**src/design/contiguous_page_allocator_assert.svh**
```systemverilog
// Assertion macros for the contiguous page allocator.
// Used by the top level only; no other dependencies.
`ifndef CONTIGUOUS_PAGE_ALLOCATOR_ASSERT_SVH
`define CONTIGUOUS_PAGE_ALLOCATOR_ASSERT_SVH

// Same-cycle implication, clocked and reset-qualified.
`define CPA_ASSERT_NOW(label, clk, rstn, ante, cons) \
    label: assert property (@(posedge clk) disable iff (!(rstn)) (ante) |-> (cons)) \
        else $error("contiguous_page_allocator: same-cycle check failed");

// Next-cycle implication, clocked and reset-qualified.
`define CPA_ASSERT_NEXT(label, clk, rstn, ante, cons) \
    label: assert property (@(posedge clk) disable iff (!(rstn)) (ante) |=> (cons)) \
        else $error("contiguous_page_allocator: next-cycle check failed");

`endif

```
**src/design/cpa_pkg.sv**
```systemverilog
// Shared types and constants for the contiguous page allocator.
// No dependencies; used by the controller, datapath and top level.
`default_nettype none

package cpa_pkg;

    localparam int MAX_PAGES_DEF  = 1024;
    localparam int PAGE_BYTES_DEF = 4096;
    localparam int WORD_BITS      = 32;   // bitmap word width
    localparam int COUNT_W        = 11;   // page_count / pool_pages width
    localparam int VPU_W          = 21;   // virtual heap page counter width

    localparam logic [31:0]        PHYS_BASE_RST  = 32'h0010_2000;
    localparam logic [COUNT_W-1:0] POOL_PAGES_RST = 11'd1024;
    localparam logic [31:0]        HEAP_START_RST = 32'hC010_0000;
    localparam logic [31:0]        HEAP_LIMIT_RST = 32'hFFC0_0000;

    typedef enum logic [2:0] {
        STAT_OK       = 3'd0,
        STAT_BAD_POOL = 3'd1,
        STAT_NO_VIRT  = 3'd2,
        STAT_NO_RUN   = 3'd3,
        STAT_ZERO     = 3'd4
    } status_t;

    typedef enum logic [1:0] {
        CFG_PHYS_BASE  = 2'd0,
        CFG_POOL_PAGES = 2'd1,
        CFG_HEAP_START = 2'd2,
        CFG_HEAP_LIMIT = 2'd3
    } cfg_idx_t;

    // Controller -> datapath
    typedef struct packed {
        logic    clear_wr;
        logic    load;
        logic    set_status;
        status_t code;
        logic    srch_init;
        logic    srch_next;
        logic    mark_init;
        logic    mark_wr;
        logic    emit;
    } cpa_cmd_t;

    // Datapath -> controller
    typedef struct packed {
        logic clr_last;
        logic req_kernel;
        logic req_zero;
        logic no_virt;
        logic lim_zero;
        logic hit;
        logic srch_last;
        logic mark_last;
        logic out_free;
    } cpa_sts_t;

endpackage

`default_nettype wire

```
**src/design/cpa_ram.sv**
```systemverilog
// Generic single-clock RAM: one write port, one read port, registered read.
// No dependencies.
`default_nettype none

module cpa_ram #(
    parameter int WIDTH = 32,
    parameter int DEPTH = 32
) (
    input  wire logic                                  aclk,
    input  wire logic                                  we,
    input  wire logic [(DEPTH > 1 ? $clog2(DEPTH) : 1)-1:0] waddr,
    input  wire logic [WIDTH-1:0]                      wdata,
    input  wire logic [(DEPTH > 1 ? $clog2(DEPTH) : 1)-1:0] raddr,
    output logic      [WIDTH-1:0]                      rdata
);

    logic [WIDTH-1:0] mem [DEPTH];

    always_ff @(posedge aclk) begin
        if (we) begin
            mem[waddr] <= wdata;
        end
        rdata <= mem[raddr];
    end

endmodule

`default_nettype wire

```
**src/design/cpa_ctrl.sv**
```systemverilog
// Sequencing state machine for the contiguous page allocator.
// Depends on cpa_pkg for the command/status structs and status codes.
`default_nettype none

module cpa_ctrl (
    input  wire logic              aclk,
    input  wire logic              aresetn,
    input  wire logic              s_tvalid,
    output logic                   s_tready,
    input  wire cpa_pkg::cpa_sts_t sts,
    output cpa_pkg::cpa_cmd_t      cmd
);

    typedef enum logic [9:0] {
        S_CLEAR   = 10'b00_0000_0001,
        S_IDLE    = 10'b00_0000_0010,
        S_CHECK1  = 10'b00_0000_0100,
        S_CHECK2  = 10'b00_0000_1000,
        S_SRCH_RD = 10'b00_0001_0000,
        S_SRCH_EV = 10'b00_0010_0000,
        S_MARK_IN = 10'b00_0100_0000,
        S_MARK_RD = 10'b00_1000_0000,
        S_MARK_WR = 10'b01_0000_0000,
        S_RESULT  = 10'b10_0000_0000
    } state_t;

    state_t state_reg, state_next;

    assign s_tready = (state_reg == S_IDLE);

    always_comb begin
        state_next = state_reg;
        cmd        = '0;
        unique case (state_reg)
            S_CLEAR: begin
                cmd.clear_wr = 1'b1;
                if (sts.clr_last) begin
                    state_next = S_IDLE;
                end
            end
            S_IDLE: begin
                if (s_tvalid) begin
                    cmd.load   = 1'b1;
                    state_next = S_CHECK1;
                end
            end
            // products for the heap check land in registers here
            S_CHECK1: state_next = S_CHECK2;
            S_CHECK2: begin
                state_next     = S_RESULT;
                cmd.set_status = 1'b1;
                priority if (!sts.req_kernel) begin
                    cmd.code = cpa_pkg::STAT_BAD_POOL;
                end else if (sts.req_zero) begin
                    cmd.code = cpa_pkg::STAT_ZERO;
                end else if (sts.no_virt) begin
                    cmd.code = cpa_pkg::STAT_NO_VIRT;
                end else if (sts.lim_zero) begin
                    cmd.code = cpa_pkg::STAT_NO_RUN;
                end else begin
                    cmd.set_status = 1'b0;
                    cmd.srch_init  = 1'b1;
                    state_next     = S_SRCH_RD;
                end
            end
            S_SRCH_RD: state_next = S_SRCH_EV;
            S_SRCH_EV: begin
                priority if (sts.hit) begin
                    state_next = S_MARK_IN;
                end else if (sts.srch_last) begin
                    cmd.set_status = 1'b1;
                    cmd.code       = cpa_pkg::STAT_NO_RUN;
                    state_next     = S_RESULT;
                end else begin
                    cmd.srch_next = 1'b1;
                    state_next    = S_SRCH_RD;
                end
            end
            S_MARK_IN: begin
                cmd.mark_init  = 1'b1;
                cmd.set_status = 1'b1;
                cmd.code       = cpa_pkg::STAT_OK;
                state_next     = S_MARK_RD;
            end
            S_MARK_RD: state_next = S_MARK_WR;
            S_MARK_WR: begin
                cmd.mark_wr = 1'b1;
                state_next  = sts.mark_last ? S_RESULT : S_MARK_RD;
            end
            S_RESULT: begin
                if (sts.out_free) begin
                    cmd.emit   = 1'b1;
                    state_next = S_IDLE;
                end
            end
            default: state_next = S_IDLE;
        endcase
    end

    always_ff @(posedge aclk) begin
        if (!aresetn) begin
            state_reg <= S_CLEAR;
        end else begin
            state_reg <= state_next;
        end
    end

endmodule

`default_nettype wire

```
**src/design/cpa_dp.sv**
```systemverilog
// Datapath: config registers, heap check, word-serial bitmap search and marking.
// Depends on cpa_pkg and cpa_ram.
`default_nettype none

module cpa_dp #(
    parameter int MAX_PAGES  = cpa_pkg::MAX_PAGES_DEF,
    parameter int PAGE_BYTES = cpa_pkg::PAGE_BYTES_DEF
) (
    input  wire logic              aclk,
    input  wire logic              aresetn,
    input  wire cpa_pkg::cpa_cmd_t cmd,
    output cpa_pkg::cpa_sts_t      sts,
    input  wire logic [0:0]        s_tuser,
    input  wire logic [15:0]       s_tdata,
    input  wire logic              cfg_valid,
    input  wire logic [1:0]        cfg_index,
    input  wire logic [31:0]       cfg_data,
    output logic                   m_tvalid,
    input  wire logic              m_tready,
    output logic [2:0]             m_tuser,
    output logic [63:0]            m_tdata
);

    localparam int W      = cpa_pkg::WORD_BITS;
    localparam int WB     = $clog2(W);
    localparam int CNT_W  = cpa_pkg::COUNT_W;
    localparam int VPU_W  = cpa_pkg::VPU_W;
    localparam int NW     = (MAX_PAGES + W - 1) / W;
    localparam int AW     = (NW > 1) ? $clog2(NW) : 1;
    localparam int PIDX_W = AW + WB;
    localparam int PG_W   = $clog2(MAX_PAGES + 1);
    localparam int PGX_W  = (PG_W > CNT_W) ? PG_W : CNT_W;
    localparam int RW     = PGX_W + 1;
    localparam int CMP_W  = (PIDX_W > PG_W) ? PIDX_W : PG_W;
    localparam int FW     = ((PIDX_W > CNT_W) ? PIDX_W : CNT_W) + 1;
    localparam int PB_W   = $clog2(PAGE_BYTES + 1);
    localparam int VP_W   = VPU_W + 1 + PB_W;
    localparam int EW     = ((VP_W > 32) ? VP_W : 32) + 1;

    // configuration
    logic [31:0]      phys_base_reg, heap_start_reg, heap_limit_reg;
    logic [CNT_W-1:0] pool_pages_reg;

    // request and heap state
    logic             req_kernel_reg;
    logic [CNT_W-1:0] req_count_reg;
    logic [VPU_W-1:0] vpu_reg, vpu_next;
    logic [VP_W-1:0]  vprod_reg, vprod_next;
    logic [VP_W-1:0]  vend_prod_reg, vend_prod_next;

    // search / mark
    logic [AW-1:0]     word_reg, word_next;
    logic [RW-1:0]     carry_reg, carry_next;
    logic [PIDX_W-1:0] first_reg, first_next;
    logic [PIDX_W-1:0] last_reg, last_next;
    logic [31:0]       phys_off_reg, phys_off_next;
    cpa_pkg::status_t  status_reg, status_next;

    // result register
    logic             m_tvalid_reg, m_tvalid_next;
    cpa_pkg::status_t m_status_reg, m_status_next;
    logic [31:0]      m_phys_reg, m_phys_next;
    logic [31:0]      m_virt_reg, m_virt_next;

    // bitmap
    logic          ram_we;
    logic [W-1:0]  ram_wdata, rd_data;

    cpa_ram #(
        .WIDTH (W),
        .DEPTH (NW)
    ) u_map (
        .aclk  (aclk),
        .we    (ram_we),
        .waddr (word_reg),
        .wdata (ram_wdata),
        .raddr (word_reg),
        .rdata (rd_data)
    );

    // effective pool size
    logic [PG_W-1:0] lim;
    logic [AW-1:0]   last_sw;
    logic [EW-1:0]   vend;

    assign lim = (PGX_W'(pool_pages_reg) > PGX_W'(MAX_PAGES)) ? PG_W'(MAX_PAGES)
                                                              : PG_W'(pool_pages_reg);
    assign last_sw = AW'((lim - PG_W'(1)) >> WB);
    assign vend    = EW'(heap_start_reg) + EW'(vend_prod_reg);

    // word evaluation: run length ending at each bit, first bit reaching the count
    logic [W-1:0]      used, hit_vec, mark_mask;
    logic [RW-1:0]     run [W];
    logic [WB-1:0]     hit_idx;
    logic [PIDX_W-1:0] page;
    logic              lu_found;
    logic [WB-1:0]     lu_pos;

    always_comb begin
        used     = rd_data;
        hit_vec  = '0;
        hit_idx  = '0;
        lu_found = 1'b0;
        lu_pos   = '0;
        page     = '0;
        for (int i = 0; i < W; i++) begin
            page = {word_reg, WB'(i)};
            if (CMP_W'(page) >= CMP_W'(lim)) begin
                used[i] = 1'b1;
            end
        end
        for (int i = 0; i < W; i++) begin
            lu_found = 1'b0;
            lu_pos   = '0;
            for (int j = 0; j < W; j++) begin
                if (j <= i && used[j]) begin
                    lu_found = 1'b1;
                    lu_pos   = WB'(j);
                end
            end
            if (lu_found) begin
                run[i] = RW'(WB'(i) - lu_pos);
            end else begin
                run[i] = carry_reg + RW'(i) + RW'(1);
            end
            hit_vec[i] = (run[i] >= RW'(req_count_reg));
        end
        for (int i = W - 1; i >= 0; i--) begin
            if (hit_vec[i]) begin
                hit_idx = WB'(i);
            end
        end
    end

    always_comb begin
        mark_mask = '0;
        for (int i = 0; i < W; i++) begin
            mark_mask[i] = ({word_reg, WB'(i)} >= first_reg) &&
                           ({word_reg, WB'(i)} <= last_reg);
        end
    end

    assign ram_we    = cmd.clear_wr | cmd.mark_wr;
    assign ram_wdata = cmd.clear_wr ? '0 : (rd_data | mark_mask);

    // status back to the controller
    always_comb begin
        sts.clr_last   = (word_reg == AW'(NW - 1));
        sts.req_kernel = req_kernel_reg;
        sts.req_zero   = (req_count_reg == '0);
        sts.no_virt    = (vend > EW'(heap_limit_reg));
        sts.lim_zero   = (lim == '0);
        sts.hit        = |hit_vec;
        sts.srch_last  = (word_reg == last_sw);
        sts.mark_last  = (word_reg == last_reg[PIDX_W-1:WB]);
        sts.out_free   = !m_tvalid_reg || m_tready;
    end

    always_comb begin
        vpu_next       = vpu_reg;
        word_next      = word_reg;
        carry_next     = carry_reg;
        first_next     = first_reg;
        last_next      = last_reg;
        status_next    = status_reg;
        m_tvalid_next  = m_tvalid_reg;
        m_status_next  = m_status_reg;
        m_phys_next    = m_phys_reg;
        m_virt_next    = m_virt_reg;

        vprod_next     = VP_W'(vpu_reg) * VP_W'(PAGE_BYTES);
        vend_prod_next = VP_W'(({1'b0, vpu_reg} + (VPU_W + 1)'(req_count_reg)))
                         * VP_W'(PAGE_BYTES);
        phys_off_next  = 32'(first_reg) * 32'(PAGE_BYTES);

        // the hit word is still in the read register when marking starts
        priority if (cmd.srch_init) begin
            word_next  = '0;
            carry_next = '0;
        end else if (cmd.mark_init) begin
            first_next = PIDX_W'(FW'({word_reg, hit_idx}) + FW'(1) - FW'(req_count_reg));
            last_next  = {word_reg, hit_idx};
            word_next  = first_next[PIDX_W-1:WB];
        end else if (cmd.clear_wr || cmd.srch_next || cmd.mark_wr) begin
            word_next  = word_reg + AW'(1);
            carry_next = run[W-1];
        end else begin
            word_next = word_reg;
        end

        if (cmd.set_status) begin
            status_next = cmd.code;
        end

        if (cmd.emit) begin
            m_tvalid_next = 1'b1;
            m_status_next = status_reg;
            if (status_reg == cpa_pkg::STAT_OK) begin
                m_phys_next = phys_base_reg + phys_off_reg;
                m_virt_next = heap_start_reg + 32'(vprod_reg);
                vpu_next    = vpu_reg + VPU_W'(req_count_reg);
            end else begin
                m_phys_next = '0;
                m_virt_next = '0;
            end
        end else if (m_tready) begin
            m_tvalid_next = 1'b0;
        end
    end

    always_ff @(posedge aclk) begin
        if (!aresetn) begin
            phys_base_reg  <= cpa_pkg::PHYS_BASE_RST;
            pool_pages_reg <= cpa_pkg::POOL_PAGES_RST;
            heap_start_reg <= cpa_pkg::HEAP_START_RST;
            heap_limit_reg <= cpa_pkg::HEAP_LIMIT_RST;
            vpu_reg        <= '0;
            word_reg       <= '0;
            m_tvalid_reg   <= 1'b0;
        end else begin
            if (cfg_valid) begin
                unique case (cpa_pkg::cfg_idx_t'(cfg_index))
                    cpa_pkg::CFG_PHYS_BASE:  phys_base_reg  <= cfg_data;
                    cpa_pkg::CFG_POOL_PAGES: pool_pages_reg <= cfg_data[CNT_W-1:0];
                    cpa_pkg::CFG_HEAP_START: heap_start_reg <= cfg_data;
                    cpa_pkg::CFG_HEAP_LIMIT: heap_limit_reg <= cfg_data;
                    default: ;
                endcase
            end
            vpu_reg      <= vpu_next;
            word_reg     <= word_next;
            m_tvalid_reg <= m_tvalid_next;
        end
    end

    always_ff @(posedge aclk) begin
        if (cmd.load) begin
            req_kernel_reg <= s_tuser[0];
            req_count_reg  <= s_tdata[CNT_W-1:0];
        end
        vprod_reg     <= vprod_next;
        vend_prod_reg <= vend_prod_next;
        carry_reg     <= carry_next;
        first_reg     <= first_next;
        last_reg      <= last_next;
        phys_off_reg  <= phys_off_next;
        status_reg    <= status_next;
        m_status_reg  <= m_status_next;
        m_phys_reg    <= m_phys_next;
        m_virt_reg    <= m_virt_next;
    end

    assign m_tvalid = m_tvalid_reg;
    assign m_tuser  = m_status_reg;
    assign m_tdata  = {m_virt_reg, m_phys_reg};

endmodule

`default_nettype wire

```
**src/design/contiguous_page_allocator.sv**
```systemverilog
// Sequence: heap check, word-serial bitmap search (ceil(pool/32) words at most),
//   a mark sweep over each word the run spans, then the result is loaded.
// Requests: one at a time; a request rejected at the check goes straight to the
//   result, and the result waits while the output register is still full.
// Reset: synchronous, active low; then a sweep clears every bitmap word with
//   s_tready low. Config writes are taken throughout.
`default_nettype none
`include "contiguous_page_allocator_assert.svh"

module contiguous_page_allocator #(
    parameter int MAX_PAGES  = cpa_pkg::MAX_PAGES_DEF,
    parameter int PAGE_BYTES = cpa_pkg::PAGE_BYTES_DEF
) (
    input  wire logic        aclk,
    input  wire logic        aresetn,
    // request channel
    input  wire logic        s_tvalid,
    output logic             s_tready,
    input  wire logic [15:0] s_tdata,   // [10:0] page_count, rest zero
    input  wire logic [0:0]  s_tuser,   // [0] pool_is_kernel
    // result channel
    output logic             m_tvalid,
    input  wire logic        m_tready,
    output logic [63:0]      m_tdata,   // [31:0] phys_start, [63:32] virt_start
    output logic [2:0]       m_tuser,   // [2:0] status
    // configuration write channel
    input  wire logic        cfg_valid,
    output logic             cfg_ready,
    input  wire logic [1:0]  cfg_index,
    input  wire logic [31:0] cfg_data
);

    cpa_pkg::cpa_cmd_t cmd;
    cpa_pkg::cpa_sts_t sts;

    // registers are plain flops, always writable
    assign cfg_ready = 1'b1;

    // Controller: clear sweep, check, word-serial search, mark sweep, result.
    cpa_ctrl u_ctrl (
        .aclk     (aclk),
        .aresetn  (aresetn),
        .s_tvalid (s_tvalid),
        .s_tready (s_tready),
        .sts      (sts),
        .cmd      (cmd)
    );

    // Datapath: bitmap RAM, run tracking, heap arithmetic, result register.
    cpa_dp #(
        .MAX_PAGES  (MAX_PAGES),
        .PAGE_BYTES (PAGE_BYTES)
    ) u_dp (
        .aclk      (aclk),
        .aresetn   (aresetn),
        .cmd       (cmd),
        .sts       (sts),
        .s_tuser   (s_tuser),
        .s_tdata   (s_tdata),
        .cfg_valid (cfg_valid),
        .cfg_index (cfg_index),
        .cfg_data  (cfg_data),
        .m_tvalid  (m_tvalid),
        .m_tready  (m_tready),
        .m_tuser   (m_tuser),
        .m_tdata   (m_tdata)
    );

    // An accepted request takes the block out of idle at once.
    `CPA_ASSERT_NEXT(a_busy_after_req, aclk, aresetn, s_tvalid && s_tready, !s_tready)
    // A result is only loaded when the output register can take it.
    `CPA_ASSERT_NOW(a_emit_free, aclk, aresetn, cmd.emit, sts.out_free)
    // Loading a result returns the block to idle and presents it.
    `CPA_ASSERT_NEXT(a_emit_idle, aclk, aresetn, cmd.emit, s_tready && m_tvalid)

endmodule

`default_nettype wire
```
**config.mk**
```make
export PLATFORM = sky130hd
export DESIGN_NAME = contiguous_page_allocator
export DESIGN_NICKNAME = d
export VERILOG_FILES = /design/src/design/cpa_pkg.sv /design/src/design/cpa_ram.sv /design/src/design/cpa_ctrl.sv /design/src/design/cpa_dp.sv /design/src/design/contiguous_page_allocator.sv
export VERILOG_INCLUDE_DIRS = /design/src /design/src/design
export SDC_FILE = /design/constraint.sdc
export NUM_CORES = 2
export LEC_CHECK = 0
export BUFFER_PORTS_ARGS = -buffer_cell sky130_fd_sc_hd__buf_4
export CAP_MARGIN = 15
export CORE_ASPECT_RATIO = 1.4
export CORE_MARGIN = 2
export CORE_UTILIZATION = 37
export DETAILED_ROUTE_END_ITERATION = 16
export HOLD_SLACK_MARGIN = 0.03
export PLACE_DENSITY = 0.58
export SLEW_MARGIN = 25
export SYNTH_ARGS = -nofsm -noshare
export SYNTH_HDL_FRONTEND = slang
export SYNTH_HIERARCHICAL = 1
export SYNTH_SLANG_ARGS = --single-unit
```
**constraint.sdc**
```tcl
create_clock -name aclk -period 9.35 [get_ports aclk]
set_input_delay 0.4675 -clock aclk [delete_from_list [all_inputs] [get_ports aclk]]
set_output_delay 0.4675 -clock aclk [all_outputs]
set_load 0.1 [all_outputs]
```
Yosys cells after proc, flatten, opt, wreduce, memory -nomap -nowiden
Memories as Yosys holds them, arrays and structs flattened. A register that Yosys moved wholly into a read port is not among the register bits.
Index checks and enable logic that the tools add are counted.
{"block": "word_totals", "register_bits": 311, "latch_bits": 0, "ram_bits": 1024, "romBits": 0, "inputBits": 56, "out_inout_bits": 70, "n_memories": 1}
{"block": "classes", "n_addsub": 102, "n_mul": 0, "div": 0, "n_lt_le_gt_ge": 130, "eq_ne": 19, "shifts": 0, "muxes": 204, "bitwise": 5, "n_reduce_logical": 52}
{"memory": "u_dp.u_map.mem", "depth": 32, "width": 32, "rd": 1, "rd_ports_with_merged_regs": 1, "write_ports": 1, "line_no": "cpa_ram.sv:17", "source": "logic [WIDTH-1:0] mem [DEPTH];"}
{"cell": "12-bit by 1-bit adder with 12-bit output (second input constant)", "n": 32}
{"cell": "12-bit by 11-bit greater-or-equal comparator with 1-bit output", "n": 32}
{"cell": "12-bit 2-to-1 mux", "n": 32}
{"cell": "10-bit by 11-bit greater-or-equal comparator with 1-bit output", "n": 32}
{"cell": "10-bit greater-or-equal comparator", "n": 32}
{"cell": "10-bit less-or-equal comparator", "n": 32}
{"cell": "5-bit 2-to-1 mux", "n": 64}
{"cell": "12-bit by 5-bit adder with 12-bit output (second input constant)", "n": 16}
{"cell": "10-bit 2-to-1 mux", "n": 10}
{"cell": "10-bit case mux with 10 select lines", "n": 1}
{"cell": "12-bit by 4-bit adder with 12-bit output (second input constant)", "n": 8}
{"cell": "5-bit by 5-bit subtractor with 6-bit output (first input constant)", "n": 16}
{"cell": "1-bit 2-to-1 mux", "n": 88}
{"cell": "12-bit by 3-bit adder with 12-bit output (second input constant)", "n": 4}
{"cell": "4-bit by 5-bit subtractor with 6-bit output (first input constant)", "n": 8}
{"cell": "32-bit by 35-bit adder with 36-bit output", "n": 1}
{"cell": "36-bit by 32-bit greater-than comparator with 1-bit output", "n": 1}
{"cell": "32-bit by 22-bit adder with 32-bit output", "n": 1}
{"cell": "32-bit adder", "n": 1}
{"cell": "1-bit logical AND", "n": 32}
{"cell": "32-bit 2-to-1 mux", "n": 1}
{"cell": "32-bit bitwise OR", "n": 1}
{"cell": "32-bit OR reduction", "n": 1}
{"cell": "12-bit by 2-bit adder with 12-bit output (second input constant)", "n": 2}
{"cell": "other kinds (41)", "n": 64}

Logic depth before layout (Yosys ltp)
{"block": "logic_depth", "ltp_word": 73, "ltp_mapped": 48, "ltp_nobuf": 46}

Cells and area by module
Netlist, hierarchy kept.
{"mod": "cpa_ram", "instances": 1, "cells_per_inst": 2260, "area_per_inst_um2": 40485.1}
{"mod": "cpa_dp", "instances": 1, "cells_per_inst": 4203, "area_per_inst_um2": 32623.8}
{"mod": "cpa_ctrl", "instances": 1, "cells_per_inst": 86, "area_per_inst_um2": 710.7}
{"mod": "contiguous_page_allocator", "instances": 1, "cells_per_inst": 2, "area_per_inst_um2": 11.3}

Worst setup path before layout
OpenSTA, ideal clock, no wires.
{"block": "synth_timing", "path_kind": "register to register", "startpoint": "reg u_dp.pool_pages_reg[10]", "endpoint": "reg u_dp.word_reg[4]", "t_arrival_ps": 7795, "t_required_ps": 9259, "path_slack_ps": 1464, "stages_incl_launch_ff": 42, "path_buffers": 3, "synth_period_minus_slack_ps": 7886, "path_cell_list": "dfxtp_1 buf_6 clkinv_1 nand2_1 inv_1 ha_1 and4bb_1 buf_6 a31o_4 nor4b_4 nand4_2 nor2_4 clkbuf_1 nand2_1 o21a_1 ha_1 nand2b_1 a21o_1 (+6 left out) a31oi_1 o31a_1 a221o_1 ha_1 inv_1 ha_1 inv_1 fa_1 inv_1 a21oi_1 o21bai_1 a21oi_1 o21bai_1 a21o_1 a21oi_1 xnor2_1 nor2_1 a311oi_1"}
{"block": "synth_via", "elab_chain_len": 73, "word_cells_on_any_way": 275}
{"element": "from (decl)", "line_no": "cpa_dp.sv:42", "source": "logic [CNT_W-1:0] pool_pages_reg;"}
{"element": "from (signal assigned)", "line_no": "cpa_dp.sv:214", "source": "pool_pages_reg <= cpa_pkg::POOL_PAGES_RST;"}
{"element": "from (signal assigned)", "line_no": "cpa_dp.sv:224", "source": "cpa_pkg::CFG_POOL_PAGES: pool_pages_reg <= cfg_data[CNT_W-1:0];"}
{"element": "11-bit greater-than comparator", "line_no": "cpa_dp.sv:86", "source": "assign lim = (PGX_W'(pool_pages_reg) > PGX_W'(MAX_PAGES)) ? PG_W'(MAX_PAGES)"}
{"element": "11-bit 2-to-1 mux *", "line_no": "cpa_dp.sv:86"}
{"element": "10-bit by 11-bit greater-or-equal comparator with 1-bit output", "line_no": "cpa_dp.sv:108", "source": "if (CMP_W'(page) >= CMP_W'(lim)) begin"}
{"element": "1-bit 2-to-1 mux", "line_no": "cpa_dp.sv:108"}
{"element": "1-bit 2-to-1 mux", "line_no": "cpa_dp.sv:116", "source": "if (j <= i && used[j]) begin"}
{"element": "5-bit 2-to-1 mux / 1-bit 2-to-1 mux (equally long branches) (30 in series)", "line_no": "cpa_dp.sv:116"}
{"element": "5-bit by 5-bit subtractor with 6-bit output / 1-bit 2-to-1 mux (equally long branches)", "line_no": "cpa_dp.sv:122, cpa_dp.sv:116"}
{"element": "12-bit 2-to-1 mux", "line_no": "cpa_dp.sv:121", "source": "if (lu_found) begin"}
{"element": "12-bit by 11-bit greater-or-equal comparator with 1-bit output", "line_no": "cpa_dp.sv:126", "source": "hit_vec[i] = (run[i] >= RW'(req_count_reg));"}
{"element": "5-bit 2-to-1 mux (32 in series)", "line_no": "cpa_dp.sv:129", "source": "if (hit_vec[i]) begin"}
{"element": "10-bit by 1-bit adder with 10-bit output", "line_no": "cpa_dp.sv:181", "source": "first_next = PIDX_W'(FW'({word_reg, hit_idx}) + FW'(1) - FW'(req_count_reg));"}
{"element": "10-bit subtractor", "line_no": "cpa_dp.sv:181"}
{"element": "5-bit 2-to-1 mux", "line_no": "cpa_dp.sv:180", "source": "end else if (cmd.mark_init) begin"}
{"element": "to (signal assigned)", "line_no": "cpa_dp.sv:231", "source": "word_reg <= word_next;"}
{"element": "to (decl)", "line_no": "cpa_dp.sv:52", "source": "logic [AW-1:0] word_reg, word_next;"}
Mark *: on every way between the ends. The rest lies on a longest branch, timed or not.
A chain may end at the register's enable or synchronous reset.

Worst setup path after layout
Ends and elaborated chain as after synthesis.

==> flow_metrics.tcl <==
set metrics [dict create \
    synth-seq-cells 1366 \
    cts_buffers 135 \
    placed_cells 9329 \
    stdcell_area_um2 84600 \
    clock-sinks 1366 \
    clk_pin_slew_ns 0.07 \
    crit_arrival_ns 9.77 \
    final_cells 9626 \
    antenna_found_initial 6 \
    cts_tree "built" \
    initial_core_util_pct 37.1 \
    final_core_util_pct 42.5 \
    fin_skew_ns 0.0517 \
    dieArea_um2 203000 \
    hold_viol 0 \
    drtIter0Drc 4291 \
    criticalPathCategory "reg -> reg" \
    hpwl_um 165000 \
    pin_count 126 \
    max_freq_ghz 0.110 \
    synth-edff-count 1126 \
    finalCritPeriodShare_pct 97.0 \
    critPathLaunchType "register" \
    die_w_um 382 \
    worst_slew_pin_slew_ns 1.16 \
    grt_usage_pct 23.9 \
    drt-pass1-iter-count 5 \
    cpPeakStageDelay_ns 0.43 \
    gp_congestion 0.991 \
    status "complete, no violations" \
    synth_cells 6551 \
    cp-end-kind "register" \
    htreeDepth 4 \
    post_dp_cell_area_um2 79500 \
    postSynthNetCount 7140 \
    num_rows 194 \
    areaGrowthSynthToFinish_pct 14.6 \
    ant_nets 0 \
    syn_area_per_cell_um2 11.3 \
    path_max_fanout 16 \
    hold_path.class "in -> reg" \
    vias_per_cell 5.63 \
    route.detailed.drc 0 \
    vias 54200 \
    layout_min_cycle_time_ns 9.07 \
    synthFlopType "edfxtp_1" \
    drive_above_1_share_pct 12.3 \
    leakagePower_nw 31.6 \
    rr_worst_depth 42 \
    clk_path_buf_depth 3 \
    clock_latency_ns 0.79 \
    layout.nets 7459 \
    synth_warnings 6 \
    die_y_um 533 \
    top_register "u_dp/u_map/mem" \
    grt_pass1_wl_um 360000 \
    finalSetupViolCount 0 \
    grt_max_degree 121 \
    peakVddDrop_uv 202 \
    hold_depth 2 \
    io_buffers 119 \
    drt_wl_total_um 249000 \
    core_um2 199000 \
    ys_types 113 \
    cap_viol_max_count 0 \
    drv_slew 0 \
    grt_pass1_vias 53600 \
    cp_slowest_cell "mux2_2" \
    cts-root-buf "clkbuf_16" \
    slew_headroom_pct 21.8 \
    routedWlPerCell_um 25.9 \
    synth_async_sr_flop_share_pct 0 \
    setup-tns-final_ns 0 \
    largest_reg_flops 1024 \
    required_ns 10.05 \
    powerDensity_nw_per_um2 233 \
    crit_path_frequent_cell "buf_4" \
    synth_area_um2 73800 \
    seq_area_frac_synth_pct 52.3 \
    grt-ovfl-total 0 \
]
[layer usage]
metal | share of wire, % | GRT usage, % | wire length (µm) | up-vias
met3 | 4.8 | 3.22 | 12000 | 747
li1 | - | - | - | 24900
met5 | 0.0048 | 0 | 12 | -
met2 | 50 | 41.8 | 124000 | 1816
met1 | 38 | 27.4 | 95500 | 26700
met4 | 7.1 | 15.2 | 17700 | 2
[cell families after synthesis]
logic type / Yosys count / synth area share (%)
AOI/OAI and AO/OA: 1434 / 12.8
xor gates and xnor gates: 328 / 3.89
adders and majority gates: 533 / 9.08
buffers and inverters: 465 / 2.87
DFF: 1366 / 52.3
muxes: 527 / 7.15
other: 1 / 0.00508
and+or+nand+nor: 1897 / 11.9
[final timing paths]
| check | start | to | slack, ns |
|---|---|---|---|
| worst max-delay path | u_dp/pool_pages_reg[10] | u_dp/word_reg[4] | 0.28 |
| worst min-delay path | aresetn | u_dp/vpu_reg[1] | 0.1 |
| worst max register to register | u_dp/pool_pages_reg[10] | u_dp/word_reg[4] | 0.28 |
| worst min register to register | u_dp/vpu_reg[10] | u_dp/vprod_reg[22] | 0.36 |
[area by class of cell]
type	count	area [µm²]
Antenna cell	2	5.00
Clock buffer	184	3740
Clock inverter	61	632
Fill cell	18800	114000
Inverter	147	552
Multi-Input combinational cell	4720	33800
Sequential cell	1366	38600
Tap cell	2646	3310
Timing Repair Buffer	500	3960
[critical path: cells and delay by family (launching register included)]
| kind | cells | cell delay (ns) |
|---|---|---|
| compound gates | 18 | 3.48 |
| simple gates | 8 | 1.67 |
| fa+ha+maj | 5 | 1.44 |
| buf+inv | 9 | 1.40 |
| mux | 1 | 0.43 |
| flops | 1 | 0.33 |
| xor+xnor | 1 | 0.21 |
[placed cells by master (no fill, tap or decap), drive strengths merged, types with 204 or more instances in the layout]
| master | n |
|---|---|
| mux2i | 522 |
| ha | 528 |
| o21ai | 241 |
| nor2 | 580 |
| dfxtp | 240 |
| xnor2 | 204 |
| nand2 | 642 |
| a21oi | 383 |
| edfxtp | 1126 |
| buf | 455 |
[per-stage QoR]
stage | hold slack [ns] | total power [mW] | setup slack, ns
2_1_floorplan | 0.329 | 11.4 | 1.46
3_3_place_gp | 0.358 | 14.1 | 0.0868
3_5_place_dp | 0.362 | 14.2 | 0.133
4_1_cts | 0.0351 | 19.7 | 0.0983
5_1_grt | 0.0942 | 20.6 | -0.0340
6_report | 0.0978 | 19.7 | 0.276
[power breakdown]
part           total [mW]  switching, mW  internal, mW
clock                5.40           2.36          3.04
sequential           7.37          0.272          7.10
combinational        6.96           4.38          2.58
total                19.7           7.02          12.7
[what timing repair did]
action / CTS / global route
hold endpoints to repair: 118 / 0
setup buffers: 0 / 5
gates resized for setup: 0 / 38
hold buffers: 45 / 0
setup endpoints to repair: 0 / 10
[cells in the mapped netlist (19+ instances only)]
master,instances,share of area [%]
nor3_1,110,0.75
a22oi_1,98,1.0
a211oi_1,41,0.42
ha_1,528,8.9
nor2b_1,55,0.47
nand2_1,639,3.2
nand3_1,186,1.3
and3_1,24,0.20
a21o_1,114,1.2
xor2_1,124,1.5
nor2_1,576,2.9
o31ai_1,19,0.19
mux2i_1,522,7.1
o21a_1,44,0.45
and2_1,45,0.38
o21ai_0,228,1.5
clkbuf_1,198,1.0
nand2b_1,61,0.52
buf_2,44,0.30
or2_2,20,0.17
xnor2_1,204,2.4
nand4_1,31,0.26
a21boi_0,117,1.2
dfxtp_1,240,6.5
buf_4,40,0.41
inv_1,136,0.69
o211ai_1,33,0.34
a22o_1,65,0.77
a31oi_1,95,0.80
nor4_1,23,0.19
or3_1,29,0.25
a21oi_1,382,2.6
edfxtp_1,1126,46
buf_6,21,0.32
Power figures use the tool's default switching activity.
